===== src/hw/rtl/hit_pair_consistency_separation_macros.svh =====
// ----------------------------------------------------------------------------
// Hit pair consistency separation: assertion macros
// Shared concurrent check forms, clocked on clock, disabled in reset.
// ----------------------------------------------------------------------------
`ifndef HIT_PAIR_CONSISTENCY_SEPARATION_MACROS_SVH
`define HIT_PAIR_CONSISTENCY_SEPARATION_MACROS_SVH

// same-cycle implication
`define HPCS_CHECK(label, ante, cons, msg) \
   label: assert property (@(posedge clock) disable iff (reset) (ante) |-> (cons)) \
      else $error(msg);

// next-cycle implication
`define HPCS_CHECK_NEXT(label, ante, cons, msg) \
   label: assert property (@(posedge clock) disable iff (reset) (ante) |=> (cons)) \
      else $error(msg);

`endif


===== src/hw/rtl/hpcs_pkg.sv =====
// ----------------------------------------------------------------------------
// hpcs_pkg
// Shared constants, types and scale tables for the hit pair separation block.
// ----------------------------------------------------------------------------
`default_nettype none
package hpcs_pkg;

   localparam int WIRE_BITS_DEF = 13;
   localparam int POS_BITS_DEF  = 20;

   localparam int TIME_BITS  = 18;
   localparam int SCALE_BITS = 12;
   localparam int MINOV_BITS = 8;
   localparam int MASK_BITS  = 3;
   localparam int FRAC_SHIFT = 8;
   localparam int WIN_BITS   = SCALE_BITS + TIME_BITS;
   localparam int TW_BITS    = WIN_BITS + 2;
   localparam int OV_BITS    = WIN_BITS + 1;
   localparam int SEP_BITS   = 24;
   localparam int K_BITS     = 3;
   localparam int P11_BITS   = 21;
   localparam int P10_BITS   = 20;
   localparam int ADDR_BITS  = 3;
   localparam int DATA_BITS  = 32;

   localparam logic [SCALE_BITS-1:0] SCALE_RESET = 12'd768;
   localparam logic [MINOV_BITS-1:0] MINOV_RESET = 8'd6;
   localparam logic [SEP_BITS-1:0]   SEP_MAX     = {SEP_BITS{1'b1}};
   localparam logic [K_BITS-1:0]     SLOTS       = 3'd6;

   localparam int NB_NEAR = 2;
   localparam int NB_MID  = 3;
   localparam int NB_FAR  = 8;

   localparam logic OP_LOAD    = 1'b0;
   localparam logic OP_COMPARE = 1'b1;

   localparam logic [0:0] REG_SCALE = 1'b0;
   localparam logic [0:0] REG_MINOV = 1'b1;

   typedef struct packed {
      logic              pass;
      logic              ovok;
      logic              sat;
      logic [K_BITS-1:0] k;
   } hpcs_ctl_type;

   localparam int CTL_BITS = $bits(hpcs_ctl_type);

   function automatic logic [P11_BITS-1:0] pow11(input logic [K_BITS-1:0] k);
      logic [P11_BITS-1:0] r;
      case (k)
         3'd0:    r = 21'd1;
         3'd1:    r = 21'd11;
         3'd2:    r = 21'd121;
         3'd3:    r = 21'd1331;
         3'd4:    r = 21'd14641;
         3'd5:    r = 21'd161051;
         3'd6:    r = 21'd1771561;
         default: r = 21'd1;
      endcase
      return r;
   endfunction

   function automatic logic [P10_BITS-1:0] pow10(input logic [K_BITS-1:0] k);
      logic [P10_BITS-1:0] r;
      case (k)
         3'd0:    r = 20'd1;
         3'd1:    r = 20'd10;
         3'd2:    r = 20'd100;
         3'd3:    r = 20'd1000;
         3'd4:    r = 20'd10000;
         3'd5:    r = 20'd100000;
         3'd6:    r = 20'd1000000;
         default: r = 20'd1;
      endcase
      return r;
   endfunction

endpackage
`default_nettype wire


===== src/hw/rtl/hpcs_sqrt.sv =====
// ----------------------------------------------------------------------------
// hpcs_sqrt
// Pipelined integer square root, one root bit per stage, side data carried.
// ----------------------------------------------------------------------------
`default_nettype none
module hpcs_sqrt import hpcs_pkg::*; #(
   parameter int RT_BITS = POS_BITS_DEF + 1,
   parameter int S_BITS  = 1
) (
   input  logic                   clock,
   input  logic                   reset,
   input  logic                   en,
   input  logic                   in_valid,
   input  logic [2*RT_BITS-1:0]   in_radicand,
   input  logic [S_BITS-1:0]      in_side,
   output logic                   out_valid,
   output logic [RT_BITS-1:0]     out_root,
   output logic [S_BITS-1:0]      out_side
);

   localparam int R_BITS = 2 * RT_BITS;

   logic               valid_ff [RT_BITS];
   logic [R_BITS-1:0]  res_ff   [RT_BITS];
   logic [RT_BITS-1:0] root_ff  [RT_BITS];
   logic [S_BITS-1:0]  side_ff  [RT_BITS];

   for (genvar j = 0; j < RT_BITS; j++) begin : g_stage
      localparam int B = RT_BITS - 1 - j;
      logic               valid_cur;
      logic [R_BITS-1:0]  res_cur, trial, res_in;
      logic [RT_BITS-1:0] root_cur, root_in;
      logic [S_BITS-1:0]  side_cur;
      logic               take;

      if (j == 0) begin : g_first
         assign valid_cur = in_valid;
         assign res_cur   = in_radicand;
         assign root_cur  = '0;
         assign side_cur  = in_side;
      end else begin : g_next
         assign valid_cur = valid_ff[j-1];
         assign res_cur   = res_ff[j-1];
         assign root_cur  = root_ff[j-1];
         assign side_cur  = side_ff[j-1];
      end

      always_comb begin
         trial   = (R_BITS'(root_cur) << (B + 1)) + (R_BITS'(1) << (2 * B));
         take    = res_cur >= trial;
         res_in  = take ? res_cur - trial : res_cur;
         root_in = root_cur;
         root_in[B] = take;
      end

      always_ff @(posedge clock) begin
         if (reset) begin
            valid_ff[j] <= 1'b0;
         end else if (en) begin
            valid_ff[j] <= valid_cur;
         end
      end

      always_ff @(posedge clock) begin
         if (en) begin
            res_ff[j]  <= res_in;
            root_ff[j] <= root_in;
            side_ff[j] <= side_cur;
         end
      end
   end

   assign out_valid = valid_ff[RT_BITS-1];
   assign out_root  = root_ff[RT_BITS-1];
   assign out_side  = side_ff[RT_BITS-1];

endmodule
`default_nettype wire


===== config.mk =====
export PLATFORM = sky130hd
export DESIGN_NAME = hpcs_sqrt
export DESIGN_NICKNAME = d
export VERILOG_FILES = /design/src/hw/rtl/hit_pair_consistency_separation_macros.svh /design/src/hw/rtl/hpcs_pkg.sv /design/src/hw/rtl/hpcs_sqrt.sv
export SDC_FILE = /design/constraint.sdc
export NUM_CORES = 2
export LEC_CHECK = 0
export BUFFER_PORTS_ARGS = -buffer_cell sky130_fd_sc_hd__buf_2
export CORE_MARGIN = 2
export CORE_UTILIZATION = 40
export DETAILED_ROUTE_END_ITERATION = 12
export PLACE_DENSITY = 0.66
export SETUP_SLACK_MARGIN = 0.1
export SLEW_MARGIN = 5
export SYNTH_ARGS = -nofsm -noshare
export SYNTH_HDL_FRONTEND = slang
export SYNTH_SLANG_ARGS = --single-unit
export TNS_END_PERCENT = 30

===== constraint.sdc =====
create_clock -name clock -period 3.6 [get_ports clock]
set_clock_uncertainty 0.1 [all_clocks]
set_input_delay 0.72 -clock clock [delete_from_list [all_inputs] [get_ports clock]]
set_output_delay 0.72 -clock clock [all_outputs]
set_load 0.01 [all_outputs]

==> impl_metrics.sql <==
INSERT INTO impl_metrics (metric_group, metric, value, unit) VALUES
('floorplanning', 'placement_rows', '132', ''),
('clock_network', 'clock_tree_from_tritoncts', 'yes', ''),
('drt', 'routed-via-count', '31000', ''),
('finish', 'layout-drive-gt1-share', '0.09979', ''),
('clock_network', 'path_clk_slew', '0.06', 'ns'),
('clock_network', 'ctsLongestPathBuffers', '3', ''),
('drt', 'first_pass_iteration_count_of_the_detailed_router', '8', ''),
('finish', 'area.growth.synth_to_final', '14.60', '%'),
('job', 'maxCapViolCount', '0', ''),
('worst_setup_path', 'reg2reg_depth', '10', ''),
('floorplanning', 'chipWidth', '364.4', 'um'),
('finish', 'sequential_cell_area', '33420', 'um^2'),
('placement', 'gpl.final_weighted_congestion', '0.9760', ''),
('worst_setup_path', 'startpoint_of_the_lowest_slack_register_to_register_path', 'res_ff[3][16]', ''),
('run_status', 'run_status', 'finished clean', ''),
('synth', 'synth_enable_flop_cells', '1113', ''),
('clock_network', 'cts.sink_count', '1113', ''),
('finish', 'final_stage_net_count', '4581', ''),
('drt', 'initialDrtViolationCount', '1617', ''),
('synth', 'synth-main-ff-cell', 'sky130_fd_sc_hd__edfxtp_1', ''),
('worst_setup_path', 'critPathRequiredTime', '3.97', 'ns'),
('clock_network', 'cts-buffers-inserted', '116', ''),
('sta', 'fmaxAchievable', '0.2854', 'GHz'),
('power', 'cell_internal_pwr', '25.47', 'mW'),
('floorplanning', 'core-area', '129200', 'um^2'),
('synth', 'synthDistinctLibCells', '79', ''),
('hold_path', 'worst_hold_path_type', 'input pin to flip-flop', ''),
('power', 'netSwitchingFraction', '0.2683', ''),
('synth', 'number_of_storage_elements_in_the_synthesis_netlist', '1113', ''),
('sta', 'fin_crit_sh', '0.9733', ''),
('power', 'switching_power', '9.338', 'mW'),
('synth', 'asyncSetResetFlopFracSynth', '0', ''),
('worst_setup_path', 'crit_path_max_fanout', '4', ''),
('placement', 'detailed_place_hpwl', '73.84', 'mm'),
('hold_path', 'min_path_cells', '1', ''),
('clock_network', 'clk_latency', '0.80', 'ns'),
('sta', 'maxSlewHeadroom', '0.3903', ''),
('floorplanning', 'fp.dieH', '364.4', 'um'),
('drt', 'drt.antenna.violating_nets', '0', ''),
('sta', 'slew_violations', '0', ''),
('grt', 'largest_net_degree_at_the_start_of_global_routing', '149', ''),
('drt', 'route.detailed.vias_per_inst', '5.064', ''),
('hold_path', 'whs_endpoint', 'side_ff[0][0]', ''),
('sta', 'rsz0062_at_grt', 'true', ''),
('synth', 'synth-seq-area-share', '0.6433', ''),
('floorplanning', 'effective_utilization_at_floorplan', '0.4023', ''),
('power', 'design_power_total', '34.80', 'mW'),
('grt', 'grt_remaining_overflow', '0', ''),
('grt', 'grt_usage', '0.1517', ''),
('worst_setup_path', 'timing.setup.critical_path_class', 'flip-flop to flip-flop', ''),
('finish', 'final.fill_count', '11450', ''),
('hold_path', 'hold_start', 'in_side', ''),
('sta', 'finalWorstSetupSlack', '0.09619', 'ns'),
('sta', 'setup_viol', '0', ''),
('clock_network', 'clock-root-buffer', 'sky130_fd_sc_hd__clkbuf_16', ''),
('power', 'clockPowerShare', '0.332', ''),
('synth', 'postSynthAreaPerCell', '12.95', 'um^2'),
('drt', 'routed_wire_length_per_instance', '16.41', 'um'),
('placement', 'io_buffers', '69', ''),
('finish', 'number_of_antenna_diodes', '0', ''),
('power', 'peakVddDrop', '0.0005090', 'V'),
('power', 'powerDensity', '584.5', 'nW/um^2'),
('power', 'share_seq_of_total_power', '0.496', ''),
('synth', 'synthesis.yosys.warnings', '0', ''),
('worst_setup_path', 'r2r-end', 'res_ff[3][78]', ''),
('power', 'cellLeakagePower', '22.20', 'nW'),
('grt', 'grt_pass1_wl', '161.2', 'mm'),
('drt', 'drt-total-wl', '100.5', 'mm'),
('floorplanning', 'die_area', '132800', 'um^2'),
('worst_setup_path', 'endpoint_kind', 'flip-flop', ''),
('sta', 'final_period_minus_worst_setup_slack', '3.504', 'ns');
-- cells by family after synthesis --
logic type	Yosys count	share of synthesized area
flops	1113	0.6433
fa+ha+maj	248	0.05973
mux	35	0.007442
xor+xnor	348	0.05881
simple gates	1171	0.1172
compound gates	719	0.08607
buf+inv	378	0.02745
-- placed cells by master, fill, tap and decap left out, types with 14 or more instances in the layout --
cell type,count
sky130_fd_sc_hd__clkinv_2,18
sky130_fd_sc_hd__o21bai_1,14
sky130_fd_sc_hd__or3_1,48
sky130_fd_sc_hd__nand2_1,258
sky130_fd_sc_hd__dlygate4sd3_1,40
sky130_fd_sc_hd__nand3b_1,14
sky130_fd_sc_hd__a21oi_1,226
sky130_fd_sc_hd__clkbuf_16,116
sky130_fd_sc_hd__or4_1,29
sky130_fd_sc_hd__a211oi_1,19
sky130_fd_sc_hd__nor3_1,112
sky130_fd_sc_hd__nand2b_1,45
sky130_fd_sc_hd__clkinv_1,20
sky130_fd_sc_hd__buf_2,68
sky130_fd_sc_hd__ha_1,245
sky130_fd_sc_hd__or2_2,19
sky130_fd_sc_hd__a31oi_1,16
sky130_fd_sc_hd__edfxtp_1,1113
sky130_fd_sc_hd__o21a_1,64
sky130_fd_sc_hd__nor2_1,246
sky130_fd_sc_hd__nand3_1,57
sky130_fd_sc_hd__mux2_2,29
sky130_fd_sc_hd__a21o_1,50
sky130_fd_sc_hd__xnor2_1,173
sky130_fd_sc_hd__o21ai_0,182
sky130_fd_sc_hd__buf_12,14
sky130_fd_sc_hd__and2_1,37
sky130_fd_sc_hd__nand4_1,50
sky130_fd_sc_hd__o31ai_1,30
sky130_fd_sc_hd__inv_1,309
sky130_fd_sc_hd__nor4b_1,16
sky130_fd_sc_hd__buf_4,100
sky130_fd_sc_hd__nor2b_1,35
sky130_fd_sc_hd__and3_1,17
sky130_fd_sc_hd__nor4_1,128
sky130_fd_sc_hd__clkbuf_1,29
sky130_fd_sc_hd__xor2_1,174
sky130_fd_sc_hd__nand4b_1,17
-- how the worst max path moves through the flow --
stage | start | end | depth (start not counted) | slack [ns]
after floorplan | res_ff[4][111] | res_ff[4][165] | 9 | 0.29
after global placement | res_ff[3][151] | res_ff[4][39] | 9 | 0.05
after detailed placement | res_ff[3][150] | res_ff[4][39] | 9 | -0.03
after CTS | res_ff[4][8] | res_ff[4][78] | 10 | 0.05
after global routing | res_ff[3][16] | res_ff[3][81] | 9 | 0.00005
final | res_ff[3][16] | res_ff[3][78] | 10 | 0.1
-- sequential cells by signal (all words and copies together), names as in the netlist --
register	flops
root_ff	231
res_ff	840
valid_ff	21
side_ff	21
-- repair_timing --
item	4_1_cts	5_1_grt
resized for setup	2	26
hold buffers	40	0
setup endpoints to repair	5	57
buffers inserted	0	2
pin swaps	0	1
endpoints found under the hold margin	40	0
-- routing by layer --
layer / global-route usage / vias to the layer above / part of all wire
met5: 0 / - / 0
met4: 0.06676 / 0 / 0.042
met3: 0.02553 / 232 / 0.034
met2: 0.2999 / 551 / 0.55
met1: 0.1539 / 14700 / 0.37
li1: - / 15520 / -
-- synth_stat cells (14+ instances only) --
library cell / number / area share
sky130_fd_sc_hd__a31oi_1: 16 / 0.0019
sky130_fd_sc_hd__nor2_1: 247 / 0.018
sky130_fd_sc_hd__a211oi_1: 21 / 0.0030
sky130_fd_sc_hd__o21bai_1: 15 / 0.0022
sky130_fd_sc_hd__nand4_1: 50 / 0.0060
sky130_fd_sc_hd__nor3_1: 112 / 0.011
sky130_fd_sc_hd__o21a_1: 64 / 0.0092
sky130_fd_sc_hd__nor2b_1: 35 / 0.0042
sky130_fd_sc_hd__inv_1: 309 / 0.022
sky130_fd_sc_hd__and3_1: 17 / 0.0020
sky130_fd_sc_hd__o21ai_0: 183 / 0.018
sky130_fd_sc_hd__edfxtp_1: 1113 / 0.64
sky130_fd_sc_hd__nand2b_1: 45 / 0.0054
sky130_fd_sc_hd__clkbuf_1: 60 / 0.0043
sky130_fd_sc_hd__or3_1: 48 / 0.0058
sky130_fd_sc_hd__and2_1: 38 / 0.0046
sky130_fd_sc_hd__or2_2: 19 / 0.0023
sky130_fd_sc_hd__nand3_1: 57 / 0.0055
sky130_fd_sc_hd__o31ai_1: 30 / 0.0043
sky130_fd_sc_hd__or4_1: 29 / 0.0042
sky130_fd_sc_hd__nor4_1: 133 / 0.016
sky130_fd_sc_hd__xnor2_1: 173 / 0.029
sky130_fd_sc_hd__a21o_1: 50 / 0.0072
sky130_fd_sc_hd__a21oi_1: 227 / 0.022
sky130_fd_sc_hd__ha_1: 248 / 0.060
sky130_fd_sc_hd__nor4b_1: 16 / 0.0027
sky130_fd_sc_hd__nand4b_1: 17 / 0.0029
sky130_fd_sc_hd__nand2_1: 258 / 0.019
sky130_fd_sc_hd__xor2_1: 174 / 0.029
sky130_fd_sc_hd__mux2_2: 29 / 0.0063
sky130_fd_sc_hd__nand3b_1: 14 / 0.0020
-- worst max-delay path, cell delays in order (launching register included) --
cell and delay, ns:
sky130_fd_sc_hd__edfxtp_1 0.41, sky130_fd_sc_hd__ha_1 0.37, sky130_fd_sc_hd__nor2b_1 0.17, sky130_fd_sc_hd__o211ai_1 0.19, sky130_fd_sc_hd__a21boi_0 0.18, sky130_fd_sc_hd__o22ai_1 0.47
sky130_fd_sc_hd__o21a_1 0.29, sky130_fd_sc_hd__o21ai_0 0.17, sky130_fd_sc_hd__a2111oi_1 0.63, sky130_fd_sc_hd__buf_4 0.21, sky130_fd_sc_hd__xor2_1 0.05
-- stage by stage --
step                hold WS, ns    util  std cells  setup TNS (ns)  instance area (um^2)
CTS                     0.01354  0.4601       6119               0                 59420
floorplan                0.3003       -       4012               0                 51950
detailed placement       0.3045  0.4279       5868        -0.04165                 55260
global route            0.01571  0.4610       6121               0                 59540
global placement         0.3021  0.4279       5868               0                 55260
finish                  0.07371  0.4610       6121               0                 59540
-- final cells by class --
type,count,area share
clock buffers,145,0.05058
clock inverters,66,0.01250
inverters,310,0.01954
multi-input cells,2521,0.2892
flip-flops and latches,1113,0.5613
well taps,1742,0.03661
repair buffers,224,0.03026
-- power groups by stage --
stage / Clock, mW / Sequential [mW] / Combinational [mW]
3_3_place_gp: 0 / 17.5 / 5.79
6_report: 11.6 / 17.3 / 5.97
4_1_cts: 11.9 / 17.3 / 5.95
3_5_place_dp: 0 / 17.5 / 5.88
5_1_grt: 12.4 / 17.4 / 6.65
2_1_floorplan: 0 / 17.1 / 4.21
No activity file was read; power rests on OpenSTA's default activity.
